<file path="config.mk">
export PLATFORM = sky130hd
export DESIGN_NAME = wpst_alu
export DESIGN_NICKNAME = d
export VERILOG_FILES = /design/src/hdl/wpst_pkg.sv /design/src/hdl/wpst_alu.sv
export SDC_FILE = /design/constraint.sdc
export NUM_CORES = 1
export LEC_CHECK = 0
export ABC_AREA = 1
export BUFFER_PORTS_ARGS = -buffer_cell sky130_fd_sc_hd__buf_2
export CELL_PAD_IN_SITES_DETAIL_PLACEMENT = 1
export CELL_PAD_IN_SITES_GLOBAL_PLACEMENT = 1
export CORE_UTILIZATION = 45
export DETAILED_ROUTE_END_ITERATION = 8
export PLACE_DENSITY = 0.85
export SLEW_MARGIN = 20
export SYNTH_ARGS = -nofsm -noshare
export SYNTH_HDL_FRONTEND = slang
export SYNTH_SLANG_ARGS = --single-unit
</file>
<file path="constraint.sdc">
create_clock -name clk_i -period 6.6 [get_ports clk_i]
set_input_delay 1.32 -clock clk_i [delete_from_list [all_inputs] [get_ports clk_i]]
set_output_delay 1.32 -clock clk_i [all_outputs]
set_load 0.005 [all_outputs]
</file>
<file path="src/hdl/wpst_pkg.sv">
// Shared types, constants and helper functions for the windowed PID
// steering and throttle controller. No dependencies.
`timescale 1ns / 1ps

package wpst_pkg;

  localparam int unsigned HIST_DEPTH = 10;
  localparam int unsigned SLOT_W = (HIST_DEPTH > 1) ? $clog2(HIST_DEPTH) : 1;
  localparam int unsigned CNT_W = $clog2(HIST_DEPTH + 1);

  localparam int unsigned SUM_W = 40;
  localparam int unsigned MAG_W = 52;
  localparam int unsigned GAIN_W = 32;
  localparam int unsigned PROD_W = MAG_W + GAIN_W;
  localparam int unsigned DVS_W = 20;
  localparam int unsigned MUL_STEPS = GAIN_W;
  localparam int unsigned DIV_STEPS = MAG_W;
  localparam int unsigned STEP_W = $clog2(MAG_W + 1);

  localparam int unsigned ONE_SECOND_US = 1000000;
  localparam int unsigned DERIV_MIN_US = 10;
  localparam int unsigned ONE_Q16 = 65536;
  localparam int unsigned TWO_OVER_PI_Q31 = 1367130551;

  localparam int unsigned CFG_W = 32;
  localparam int unsigned CFG_IDX_W = 3;

  localparam logic [CFG_IDX_W-1:0] REG_STEER_KP = 3'd0;
  localparam logic [CFG_IDX_W-1:0] REG_STEER_KD = 3'd1;
  localparam logic [CFG_IDX_W-1:0] REG_STEER_KI = 3'd2;
  localparam logic [CFG_IDX_W-1:0] REG_THR_KP = 3'd3;
  localparam logic [CFG_IDX_W-1:0] REG_THR_KD = 3'd4;
  localparam logic [CFG_IDX_W-1:0] REG_THR_KI = 3'd5;
  localparam logic [CFG_IDX_W-1:0] REG_TARGET_SPEED = 3'd6;
  localparam logic [CFG_IDX_W-1:0] REG_MIN_SPEED = 3'd7;

  typedef enum logic {
    ALU_MUL,
    ALU_DIV
  } alu_op_e;

  typedef enum logic [1:0] {
    SH_0,
    SH_20,
    SH_31
  } shift_sel_e;

  typedef struct packed {
    logic              start;
    alu_op_e           op;
    shift_sel_e        sh;
    logic [MAG_W-1:0]  a;
    logic [GAIN_W-1:0] b;
  } alu_req_t;

  typedef struct packed {
    logic             done;
    logic [MAG_W-1:0] mag;
  } alu_rsp_t;

  typedef struct packed {
    logic               advance;
    logic               add;
    logic signed [15:0] e;
    logic signed [16:0] serr;
  } hist_cmd_t;

  // Clamp to the signed 32-bit range.
  function automatic logic signed [31:0] sat32(input logic signed [MAG_W-1:0] x);
    logic fits;
    fits = (x[MAG_W-1:31] == '0) || (x[MAG_W-1:31] == '1);
    if (fits) begin
      return x[31:0];
    end
    return x[MAG_W-1] ? 32'h8000_0000 : 32'h7FFF_FFFF;
  endfunction

  function automatic logic [MAG_W-1:0] abs_mag(input logic signed [MAG_W-1:0] x);
    return x[MAG_W-1] ? (~x + MAG_W'(1)) : x;
  endfunction

  function automatic logic [GAIN_W-1:0] gain_mag(input logic [GAIN_W-1:0] g);
    return g[GAIN_W-1] ? (~g + GAIN_W'(1)) : g;
  endfunction

endpackage

</file>
<file path="src/hdl/wpst_alu.sv">
// Shared iterative unit: shift-add magnitude multiply with a selectable
// right shift, and restoring magnitude divide. Depends on wpst_pkg.
`timescale 1ns / 1ps

module wpst_alu import wpst_pkg::*; (
  input  logic     clk_i,
  input  logic     rst_ni,
  input  alu_req_t req_i,
  output alu_rsp_t rsp_o
);

  logic              busy_q;
  logic              done_q;
  alu_op_e           op_q;
  shift_sel_e        sh_q;
  logic [STEP_W-1:0] cnt_q;
  logic [PROD_W-1:0] prod_q;
  logic [MAG_W-1:0]  a_q;
  logic [GAIN_W-1:0] b_q;
  logic [DVS_W:0]    rem_q;
  logic [MAG_W-1:0]  quo_q;

  logic [DVS_W:0]    rem_sh;
  logic              fits;
  logic [MAG_W-1:0]  mul_res;

  assign rem_sh = {rem_q[DVS_W-1:0], quo_q[MAG_W-1]};
  assign fits   = rem_sh >= {1'b0, b_q[DVS_W-1:0]};

  always_comb begin
    unique case (sh_q)
      SH_0:    mul_res = prod_q[MAG_W-1:0];
      SH_20:   mul_res = prod_q[20 +: MAG_W];
      SH_31:   mul_res = prod_q[31 +: MAG_W];
      default: mul_res = prod_q[MAG_W-1:0];
    endcase
  end

  assign rsp_o.done = done_q;
  assign rsp_o.mag  = (op_q == ALU_DIV) ? quo_q : mul_res;

  always_ff @(posedge clk_i or negedge rst_ni) begin
    if (!rst_ni) begin
      busy_q <= 1'b0;
      done_q <= 1'b0;
      op_q   <= ALU_MUL;
      sh_q   <= SH_0;
      cnt_q  <= '0;
      prod_q <= '0;
      a_q    <= '0;
      b_q    <= '0;
      rem_q  <= '0;
      quo_q  <= '0;
    end else begin
      done_q <= 1'b0;
      if (req_i.start) begin
        busy_q <= 1'b1;
        op_q   <= req_i.op;
        sh_q   <= req_i.sh;
        a_q    <= req_i.a;
        b_q    <= req_i.b;
        prod_q <= '0;
        rem_q  <= '0;
        quo_q  <= req_i.a;
        cnt_q  <= (req_i.op == ALU_MUL) ? STEP_W'(MUL_STEPS) : STEP_W'(DIV_STEPS);
      end else if (busy_q) begin
        if (op_q == ALU_MUL) begin
          // one multiplier bit per cycle, MSB first
          prod_q <= (prod_q << 1) + (b_q[GAIN_W-1] ? PROD_W'(a_q) : PROD_W'(0));
          b_q    <= b_q << 1;
        end else begin
          rem_q <= fits ? (rem_sh - {1'b0, b_q[DVS_W-1:0]}) : rem_sh;
          quo_q <= {quo_q[MAG_W-2:0], fits};
        end
        cnt_q <= cnt_q - STEP_W'(1);
        if (cnt_q == STEP_W'(1)) begin
          busy_q <= 1'b0;
          done_q <= 1'b1;
        end
      end
    end
  end

endmodule

</file>
==> results.tsv <==
stage	metric	value	unit
status	status	finished clean	
logic_synthesis	synth_area	19200	um^2
logic_synthesis	post-synth-top-count-cell	nand2_1	
logic_synthesis	yosysTopAreaCellShare	32.6	%
timing	drv_slew	0	
timing	clock_skew	0.0273	ns
clocking	cts_resized	0	
clocking	cts.sinks	250	
clocking	cts_tree	built	
timing	setup_ws	2.10	ns
timing	worstMarginPinSlew	1.06	ns
critical_path	end_kind	primary output	
die	die_h	208	um
layout	syn_to_final_growth	11.5	%
logic_synthesis	syn_area_per_cell	6.26	um^2
drt	totalWireLength	83600	um
drt	initialDrtViolationCount	2006	
power_and_ir_drop	power	5.04	mW
drt	vias_per_cell	5.83	
worst_hold_path	hold_path.class	register to register	
timing	period_share	68.1	%
logic_synthesis	ys_warn_count	0	
placed_design	placed_cell_area	20300	um^2
die	io_pins	143	
critical_path	crit_fanout	54	
critical_path	start_kind	register	
layout	nets	3310	
layout	postLayoutCellArea	21400	um^2
logic_synthesis	synth_cell_types	45	
timing	fin_tns_setup	0	ns
logic_synthesis	synthArstFlopShare	100	%
drt	drc	0	
clocking	clkTransAtPathRegs	0.06	ns
die	start_util	45.7	%
timing	slew_headroom	29.6	%
die	fp.dieW	208	um
power_and_ir_drop	power.density	236	nW/um^2
critical_path	crit_arrival	3.18	ns
clocking	cts_hold_buf	0	
logic_synthesis	ys_top_cells_by_area	dfrtp_1 (33%), nand2_1 (22%), inv_1 (11%)	
logic_synthesis	synth.largest_area_cell	dfrtp_1	
logic_synthesis	synth_top_cells_by_count	nand2_1 (1,124), inv_1 (542), dfrtp_1 (250), nor2_1 (194), o21ai_0 (169)	
layout	final-instance-count-excl-fill	3705	
drt	wire_per_inst	22.6	um
layout	drive_gt1_share	8.25	%
drt	drtPass1Iterations	6	
logic_synthesis	ys_ff_latch	250	
die	core_area	41900	um^2
power_and_ir_drop	leakage	11.7	nW
timing	hold_violations	0	
global_routing	grt_use_total	38.6	%
clocking	cts-root-buf	clkbuf_16	
timing	fmax	222	MHz
placed_design	dp.cells	3649	
global_routing	grt_pass1_wl	129000	um
global_routing	antenna_found_initial	2	
timing	post-route-min-period	4.50	ns
global_routing	grt_pass1_vias	22007	
placed_design	dp_slack	2.40	ns
drt	drtAntennaViolNets	0	
die	die_area	43400	um^2
clocking	post_cts_buffers	0	
clocking	cts_buffer_depth	3	
flow_run	drv_cap	0	
clocking	ctsHtreeMaxLevel	1	
critical_path	crit_type	register to primary output	
global_routing	grt_max_degree	156	
clocking	numCtsBuffers	31	
logic_synthesis	ys_seq_area_share	32.6	%
logic_synthesis	synth_edf_count	0	
placed_design	hpwl	65000	um
drt	vias	21589	
placed_design	place_congestion	1.06	
logic_synthesis	synthCells	3059	
logic_synthesis	syn-num-nets	3226	
die	placement_rows	75	
timing	rsz0062_at_grt	false	
power_and_ir_drop	irDropWorstVdd	0.208	mV
clocking	clk_latency	0.62	ns
placed_design	port_buffers	142	
timing	setup_viol	0	
logic_synthesis	ys.flop_type	dfrtp_1	
critical_path	cp.required	5.28	ns
global_routing	grt-ovfl-total	0	
## path summary, 6_finish.rpt
kind,slack (ns),start,endpoint,cells past startpoint
worst min register to register,0.48,a_q[19],a_q[19],2
worst max register to register,2.75,b_q[31],prod_q[71],20
worst max-delay path,2.10,sh_q[0],rsp_o[28],8
min in group asynchronous,0.67,rst_ni,prod_q[12],1
worst min-delay path,0.48,a_q[19],a_q[19],2
max in group asynchronous,4.42,rst_ni,a_q[41],2
## through the flow
| stage | util [%] | hold slack (ns) |
|---|---|---|
| floorplan | - | 0.442 |
| finish | 50.9 | 0.476 |
| detailed placement | 48.3 | 0.459 |
| global route | 50.9 | 0.499 |
| global placement | 48.3 | 0.456 |
| CTS | 50.9 | 0.473 |
## final cells by class
type	count	area [um^2]
Sequential cell	250	6260
Tap cell	539	674
Clock inverter	16	231
Fill cell	5767	20600
Timing Repair Buffer	155	833
Antenna cell	1	2.50
Multi-Input combinational cell	2153	10400
Clock buffer	39	866
Inverter	552	2070
## routing by layer
layer | track usage, % | routed length, um
met5 | 0 | 13
met4 | 13.7 | 3430
met3 | 7.46 | 7700
met2 | 60.8 | 36900
met1 | 52.6 | 35500
## cells in the final DEF, fill, tap and decap left out, drive strengths merged
master    synthesis  routed
clkinvlp          0       3
a31oi             3       3
o21ai           181     181
clkbuf           77      39
o21a              4       4
nand2          1131    1131
fa                2       2
a21boi            2       2
a22oi            51      51
a21oi           144     144
o41ai             1       1
and2              3       3
o211ai           32      32
nor4              6       6
o22ai            61      61
o221ai           37      37
diode             0       1
nor2            211     211
bufinv            0       5
or2               2       2
dfrtp           250     250
nand3           118     118
nand3b            3       3
and3              2       2
nor3             40      40
ha               75      75
buf              27     155
clkinv            3      11
o31ai             6       6
xor2              6       6
xnor2            11      11
inv             549     549
o21bai            1       1
a21o              3       3
nand4            17      17
## kinds of logic (layout without fill, tap and decap cells)
| kind of cell | count (synthesis) | in the layout | share of synthesized area (%) |
|---|---|---|---|
| simple gates | 1533 | 1533 | 32.1 |
| buf+inv | 656 | 762 | 13.1 |
| compound gates | 526 | 526 | 16.2 |
| flops | 250 | 250 | 32.6 |
| fa+ha+maj | 77 | 77 | 5.11 |
| xor+xnor | 17 | 17 | 0.777 |
| other cells | 0 | 1 | 0 |
## worst max-delay path, cell delays in order, from the launching register on
cell,delay (ns)
dfrtp_1,0.35
inv_1,0.06
ha_2,0.31
buf_4,0.47
clkinv_1,0.48
buf_4,0.43
nand2_1,0.17
a22oi_1,0.09
buf_2,0.19
## report_power, final
group / switching [mW] / leakage (nW) / internal (mW)
Sequential: 0.146 / 3.19 / 1.69
Clock: 0.762 / 0.536 / 1.12
Combinational: 0.938 / 7.94 / 0.389
## flip-flops by register name (all words and copies together) (netlist names)
signal and cells:
cnt_q 6, quo_q 52, prod_q 83, rem_q 20, done_q 1, a_q 52
b_q 32, busy_q 1, sh_q 2, op_q 1
(Power assumes the default switching activity.)
