## config.mk

```make
export PLATFORM = sky130hd
export DESIGN_NAME = wpst_hist
export DESIGN_NICKNAME = d
export VERILOG_FILES = /design/src/hdl/wpst_pkg.sv /design/src/hdl/wpst_hist.sv
export SDC_FILE = /design/constraint.sdc
export NUM_CORES = 2
export LEC_CHECK = 0
export ABC_AREA = 1
export BUFFER_PORTS_ARGS = -buffer_cell sky130_fd_sc_hd__buf_2
export CAP_MARGIN = 20
export CORE_MARGIN = 5
export CORE_UTILIZATION = 45
export CTS_BUF_LIST = sky130_fd_sc_hd__clkbuf_8 sky130_fd_sc_hd__clkbuf_16
export CTS_CLUSTER_DIAMETER = 200
export DETAILED_ROUTE_END_ITERATION = 8
export GPL_TIMING_DRIVEN = 0
export SYNTH_ARGS = -nofsm -noshare
export SYNTH_HDL_FRONTEND = slang
export SYNTH_SLANG_ARGS = --single-unit
```

## constraint.sdc

```tcl
create_clock -name clk_i -period 7.5 [get_ports clk_i]
set_clock_uncertainty 0.1 [all_clocks]
set_input_delay 1.5 -clock clk_i [delete_from_list [all_inputs] [get_ports clk_i]]
set_output_delay 1.5 -clock clk_i [all_outputs]
set_load 0.02 [all_outputs]
```

## src/hdl/wpst_pkg.sv

```systemverilog
// Shared types, constants and helper functions for the windowed PID
// steering and throttle controller. No dependencies.
`timescale 1ns / 1ps

package wpst_pkg;

  localparam int unsigned HIST_DEPTH = 10;
  localparam int unsigned SLOT_W = (HIST_DEPTH > 1) ? $clog2(HIST_DEPTH) : 1;
  localparam int unsigned CNT_W = $clog2(HIST_DEPTH + 1);

  localparam int unsigned SUM_W = 40;
  localparam int unsigned MAG_W = 52;
  localparam int unsigned GAIN_W = 32;
  localparam int unsigned PROD_W = MAG_W + GAIN_W;
  localparam int unsigned DVS_W = 20;
  localparam int unsigned MUL_STEPS = GAIN_W;
  localparam int unsigned DIV_STEPS = MAG_W;
  localparam int unsigned STEP_W = $clog2(MAG_W + 1);

  localparam int unsigned ONE_SECOND_US = 1000000;
  localparam int unsigned DERIV_MIN_US = 10;
  localparam int unsigned ONE_Q16 = 65536;
  localparam int unsigned TWO_OVER_PI_Q31 = 1367130551;

  localparam int unsigned CFG_W = 32;
  localparam int unsigned CFG_IDX_W = 3;

  localparam logic [CFG_IDX_W-1:0] REG_STEER_KP = 3'd0;
  localparam logic [CFG_IDX_W-1:0] REG_STEER_KD = 3'd1;
  localparam logic [CFG_IDX_W-1:0] REG_STEER_KI = 3'd2;
  localparam logic [CFG_IDX_W-1:0] REG_THR_KP = 3'd3;
  localparam logic [CFG_IDX_W-1:0] REG_THR_KD = 3'd4;
  localparam logic [CFG_IDX_W-1:0] REG_THR_KI = 3'd5;
  localparam logic [CFG_IDX_W-1:0] REG_TARGET_SPEED = 3'd6;
  localparam logic [CFG_IDX_W-1:0] REG_MIN_SPEED = 3'd7;

  typedef enum logic {
    ALU_MUL,
    ALU_DIV
  } alu_op_e;

  typedef enum logic [1:0] {
    SH_0,
    SH_20,
    SH_31
  } shift_sel_e;

  typedef struct packed {
    logic              start;
    alu_op_e           op;
    shift_sel_e        sh;
    logic [MAG_W-1:0]  a;
    logic [GAIN_W-1:0] b;
  } alu_req_t;

  typedef struct packed {
    logic             done;
    logic [MAG_W-1:0] mag;
  } alu_rsp_t;

  typedef struct packed {
    logic               advance;
    logic               add;
    logic signed [15:0] e;
    logic signed [16:0] serr;
  } hist_cmd_t;

  // Clamp to the signed 32-bit range.
  function automatic logic signed [31:0] sat32(input logic signed [MAG_W-1:0] x);
    logic fits;
    fits = (x[MAG_W-1:31] == '0) || (x[MAG_W-1:31] == '1);
    if (fits) begin
      return x[31:0];
    end
    return x[MAG_W-1] ? 32'h8000_0000 : 32'h7FFF_FFFF;
  endfunction

  function automatic logic [MAG_W-1:0] abs_mag(input logic signed [MAG_W-1:0] x);
    return x[MAG_W-1] ? (~x + MAG_W'(1)) : x;
  endfunction

  function automatic logic [GAIN_W-1:0] gain_mag(input logic [GAIN_W-1:0] g);
    return g[GAIN_W-1] ? (~g + GAIN_W'(1)) : g;
  endfunction

endpackage

```

## src/hdl/wpst_hist.sv

```systemverilog
// One-second bucket rings for steering and speed error with running
// window sums. Depends on wpst_pkg.
`timescale 1ns / 1ps

module wpst_hist import wpst_pkg::*; (
  input  logic                    clk_i,
  input  logic                    rst_ni,
  input  hist_cmd_t               cmd_i,
  output logic signed [SUM_W-1:0] steer_sum_o,
  output logic signed [SUM_W-1:0] speed_sum_o
);

  logic signed [31:0]      steer_b_q [HIST_DEPTH];
  logic signed [31:0]      speed_b_q [HIST_DEPTH];
  logic signed [SUM_W-1:0] steer_sum_q;
  logic signed [SUM_W-1:0] speed_sum_q;
  logic [SLOT_W-1:0]       slot_q;
  logic [CNT_W-1:0]        count_q;

  logic [SLOT_W-1:0]       slot_nxt;
  logic signed [31:0]      steer_old, speed_old, steer_nv, speed_nv;
  logic signed [32:0]      steer_dlt, speed_dlt;

  assign slot_nxt = (slot_q == SLOT_W'(HIST_DEPTH - 1)) ? '0 : slot_q + SLOT_W'(1);

  assign steer_old = steer_b_q[slot_q];
  assign speed_old = speed_b_q[slot_q];
  assign steer_nv  = sat32(MAG_W'(33'(steer_old) + 33'(cmd_i.e)));
  assign speed_nv  = sat32(MAG_W'(33'(speed_old) + 33'(cmd_i.serr)));
  assign steer_dlt = 33'(steer_nv) - 33'(steer_old);
  assign speed_dlt = 33'(speed_nv) - 33'(speed_old);

  assign steer_sum_o = steer_sum_q;
  assign speed_sum_o = speed_sum_q;

  always_ff @(posedge clk_i or negedge rst_ni) begin
    if (!rst_ni) begin
      for (int i = 0; i < HIST_DEPTH; i++) begin
        steer_b_q[i] <= '0;
        speed_b_q[i] <= '0;
      end
      steer_sum_q <= '0;
      speed_sum_q <= '0;
      slot_q      <= '0;
      count_q     <= CNT_W'(1);
    end else if (cmd_i.advance) begin
      // reuse the oldest slot once the ring is full
      if (count_q >= CNT_W'(HIST_DEPTH)) begin
        steer_sum_q <= steer_sum_q - SUM_W'(steer_b_q[slot_nxt]);
        speed_sum_q <= speed_sum_q - SUM_W'(speed_b_q[slot_nxt]);
      end else begin
        count_q <= count_q + CNT_W'(1);
      end
      steer_b_q[slot_nxt] <= '0;
      speed_b_q[slot_nxt] <= '0;
      slot_q              <= slot_nxt;
    end else if (cmd_i.add) begin
      steer_b_q[slot_q] <= steer_nv;
      speed_b_q[slot_q] <= speed_nv;
      steer_sum_q       <= steer_sum_q + SUM_W'(steer_dlt);
      speed_sum_q       <= speed_sum_q + SUM_W'(speed_dlt);
    end
  end

endmodule
```

==> results.txt <==
- CTS tree: yes
- Total Negative Setup Slacks: 0 ns
* Clock Tree Buf Depth: 3
- During synthesis, Yosys emitted a total of 0 warnings.
* Crit path largest cell delay: 0.54 ns
* Drt wl/cell: 30.6 um
* Total number of H-tree levels: 3
- Derived from the worst setup path, the maximum achievable clock frequency is 133 MHz.
* Combined global-route utilization of all metal layers: 46.2%
- The total count of max-transition violations in the final report came to 0.
* DIE AREA: 0.141 mm^2
- Of all nets on the critical path, the largest fanout is 10.
- For the worst setup path, the data arrival time is 7.98 ns.
* Max-capacitance violation count: 0
- Main synth FF type: sky130_fd_sc_hd__dfrtp_1
- Library cell appearing most often on the critical path: sky130_fd_sc_hd__nand2_1
* Starting density of the core: 45.2%
- 117 I/O pins were placed.
- CTS placed an instance of sky130_fd_sc_hd__clkbuf_16 at the clock tree root.
- The number of antenna violations at the first check in global routing is 15.
- Worst Reg-to-Reg Cells: 40
- From bottom edge to top edge, the die measures 376 um.
* Synth Net Count: 9,371
- In the global route stage, met2 resource usage came out at 67.7%.
- Global-route met1 utilization: 57.8%
- The flow ran to the end, but the final reports show violations.
- The routed layout has 72,100 vias.
- Slowest CP cell: sky130_fd_sc_hd__dfrtp_2
- Remaining antenna violation count: 0
- The worst setup path is captured at a register.
- Summed over all layers, the global routing overflow is 0.
* Required time of the critical path: 7.99 ns
- The library cell used most frequently in the layout, excluding fill and tap cells, is sky130_fd_sc_hd__nand2_1.
- Placed cell areas: 0.0636 mm^2
- Final Critical Period: 7.49 ns
- Total Wirelength: 343,000 um
- Buffers inserted to repair hold after CTS numbered 0.
* Crit start category: register
- Sequential cell area fraction in the yosys report: 30.2%
- Final instance area: 0.0690 mm^2
* Pin count of the biggest net entering global routing: 113
- From synthesis to final layout, the design area changed by 14.5%.
* DRC viols: 25
- In the layout the commonest cells are 1,793 x sky130_fd_sc_hd__nand2_1, 1,137 x sky130_fd_sc_hd__nor2_1, 994 x sky130_fd_sc_hd__a21oi_1, 829 x sky130_fd_sc_hd__nand3_1, 725 x sky130_fd_sc_hd__dfrtp_1.
* Router iterations before antenna repair: 9
* Leading post-synthesis cells by cell area: sky130_fd_sc_hd__dfrtp_1 30%, sky130_fd_sc_hd__nand2_1 11%, sky130_fd_sc_hd__a21oi_1 8.5%
* CTS Buf Count: 89
- Layout Utilization: 51.8%
- Portion of synthesized cell area occupied by the leading cell type: 30.2%
- At the pin with the least slew margin, the transition time is 1.39 ns.
* Number of cells traversed by the worst hold path: 1
- Clock tree synthesis found a total of 728 sinks.
- Share of the cycle needed by the critical path after routing: 99.9%
- After synthesis, the share of flip-flops with an asynchronous set or reset is 100%.
- Number of hold violations in the final report: 0
* Netlist area before placement: 0.0603 mm^2
* Mean post-synth cell area: 6.68 um^2
- The final reports fail on design-rule violations.
- Final weighted congestion in routability-driven placement: 1.13
- Dividing the detail-routed via count by the number of cells gives 6.45.
* Layout net count: 9,675
- Number of distinct standard cells referenced by the synthesized netlist: 57
- For hold timing, the worst endpoint is count_q[3].
- IO Port Bufs: 116
- Via count of the first global-routing pass: 66,200
- Met3 usage in global routing: 17.8%
- The initialized floorplan defines 134 standard-cell rows.
- Worst hold path type: register to register
- From left edge to right edge, the die measures 376 um.
- The core region is 0.133 mm^2.
- Reg-to-reg endpoint: speed_sum_o[27]
- Final number of setup-violating endpoints: 0
* Worst-skew pair later-pin latency: 0.77 ns
- The worst pin sits at a relative slew slack of 6.08%.
* Gate count after technology mapping: 9,028
- The worst hold path begins at count_q[3].
- The HPWL after detailed placement is 279,000 um.
- Counting flops with a built-in enable in the synthesized netlist gives 0.
- The setup path with the least slack is of type register to register.
* Global-route wire length before repair: 474,000 um
- Counting flops and latches in the post-synthesis netlist gives 728.
- Worst R2R Start: slot_q[1]
* Proportion of layout cells with a drive suffix above 1: 9.54%
- Worst reg-to-reg setup slack: 0.009 ns
* Drt first-iter violations: 12,100
- met2 is the most crowded layer.
- Clock input transition at the sequential cells of the worst setup and hold paths: 0.06 ns
- The synthesized design spends more area on one cell type than any other, namely sky130_fd_sc_hd__dfrtp_1.
==> cells in the mapped netlist (51+ instances only) <==
cell type,number
sky130_fd_sc_hd__a21oi_1,1021
sky130_fd_sc_hd__a221oi_1,62
sky130_fd_sc_hd__a22oi_1,348
sky130_fd_sc_hd__a31oi_1,208
sky130_fd_sc_hd__buf_2,66
sky130_fd_sc_hd__buf_4,70
sky130_fd_sc_hd__clkbuf_1,382
sky130_fd_sc_hd__dfrtp_1,727
sky130_fd_sc_hd__fa_1,82
sky130_fd_sc_hd__ha_1,224
sky130_fd_sc_hd__inv_1,673
sky130_fd_sc_hd__nand2_1,1829
sky130_fd_sc_hd__nand2_2,54
sky130_fd_sc_hd__nand3_1,835
sky130_fd_sc_hd__nand4_1,51
sky130_fd_sc_hd__nor2_1,1222
sky130_fd_sc_hd__o21ai_0,653
sky130_fd_sc_hd__o22ai_1,75
==> metrics by stage <==
step           setup slack (ns)  hold WS (ns)  std cells
4_1_cts                 0.00416         0.402      11100
3_3_place_gp             -11.81         0.357      10900
5_1_grt                 -0.0520         0.418      11200
6_report                0.00881         0.401      11200
2_1_floorplan              1.66         0.342       9028
3_5_place_dp              -2.46         0.388      10900
==> cells by family after synthesis <==
| group | count (synthesis) | synth area share, % |
|---|---|---|
| simple gates | 4092 | 28.1 |
| compound gates | 2563 | 24.6 |
| buf+inv | 1261 | 8.51 |
| flops | 728 | 30.2 |
| fa+ha+maj | 306 | 7.37 |
| xor+xnor | 76 | 1.10 |
| mux | 2 | 0.0332 |
==> worst max path at each step <==
stage,from,to,cells after the start
2_1_floorplan,slot_q[0],steer_sum_o[19],38
6_report,slot_q[1],speed_sum_o[27],40
3_5_place_dp,slot_q[1],speed_sum_o[29],37
3_3_place_gp,rst_ni,speed_sum_o[36],1
5_1_grt,slot_q[1],steer_sum_o[26],41
4_1_cts,slot_q[1],speed_sum_o[33],39
==> sequential cells by signal (all words and copies together), names as in the netlist <==
register / cells
steer_sum_o: 40
count_q: 4
speed_b_q: 320
slot_q: 4
speed_sum_o: 40
steer_b_q: 320
==> worst max-delay path, delay by kind of cell, from the launching register on <==
family	cells	cell delay, ns
AND/OR/NAND/NOR	28	3.69
buffers and inverters	6	1.23
adder cells (fa/ha/maj)	3	1.12
AO/OA/AOI/OAI	3	0.60
flip-flops	1	0.54
==> timing repair <==
item,CTS,global route
pin swaps,11,23
endpoints found under the setup margin,80,70
setup buffers,16,23
resized for setup,216,281
==> area by class of cell <==
class                   count  area [um^2]
multi-input cells        7039        38300
clock inverters            56          808
repair buffers            216         1620
plain buffers             551         2730
fillers                 13500        64300
well taps                1768         2210
inverters                 707         2670
flip-flops and latches    728        18200
clock buffers             107         2470
diodes                      7         17.5
==> routing by layer <==
metal / routed length [um] / vias up / part of all wire (%)
li1: - / 31400 / -
met1: 127000 / 34100 / 37
met2: 141000 / 5458 / 41
met3: 48900 / 1164 / 14
met4: 25100 / 12 / 7.3
met5: 282 / - / 0.082
Power is not shown: default switching activity piles up to over one toggle a cycle in this logic, so the estimate is an artifact.
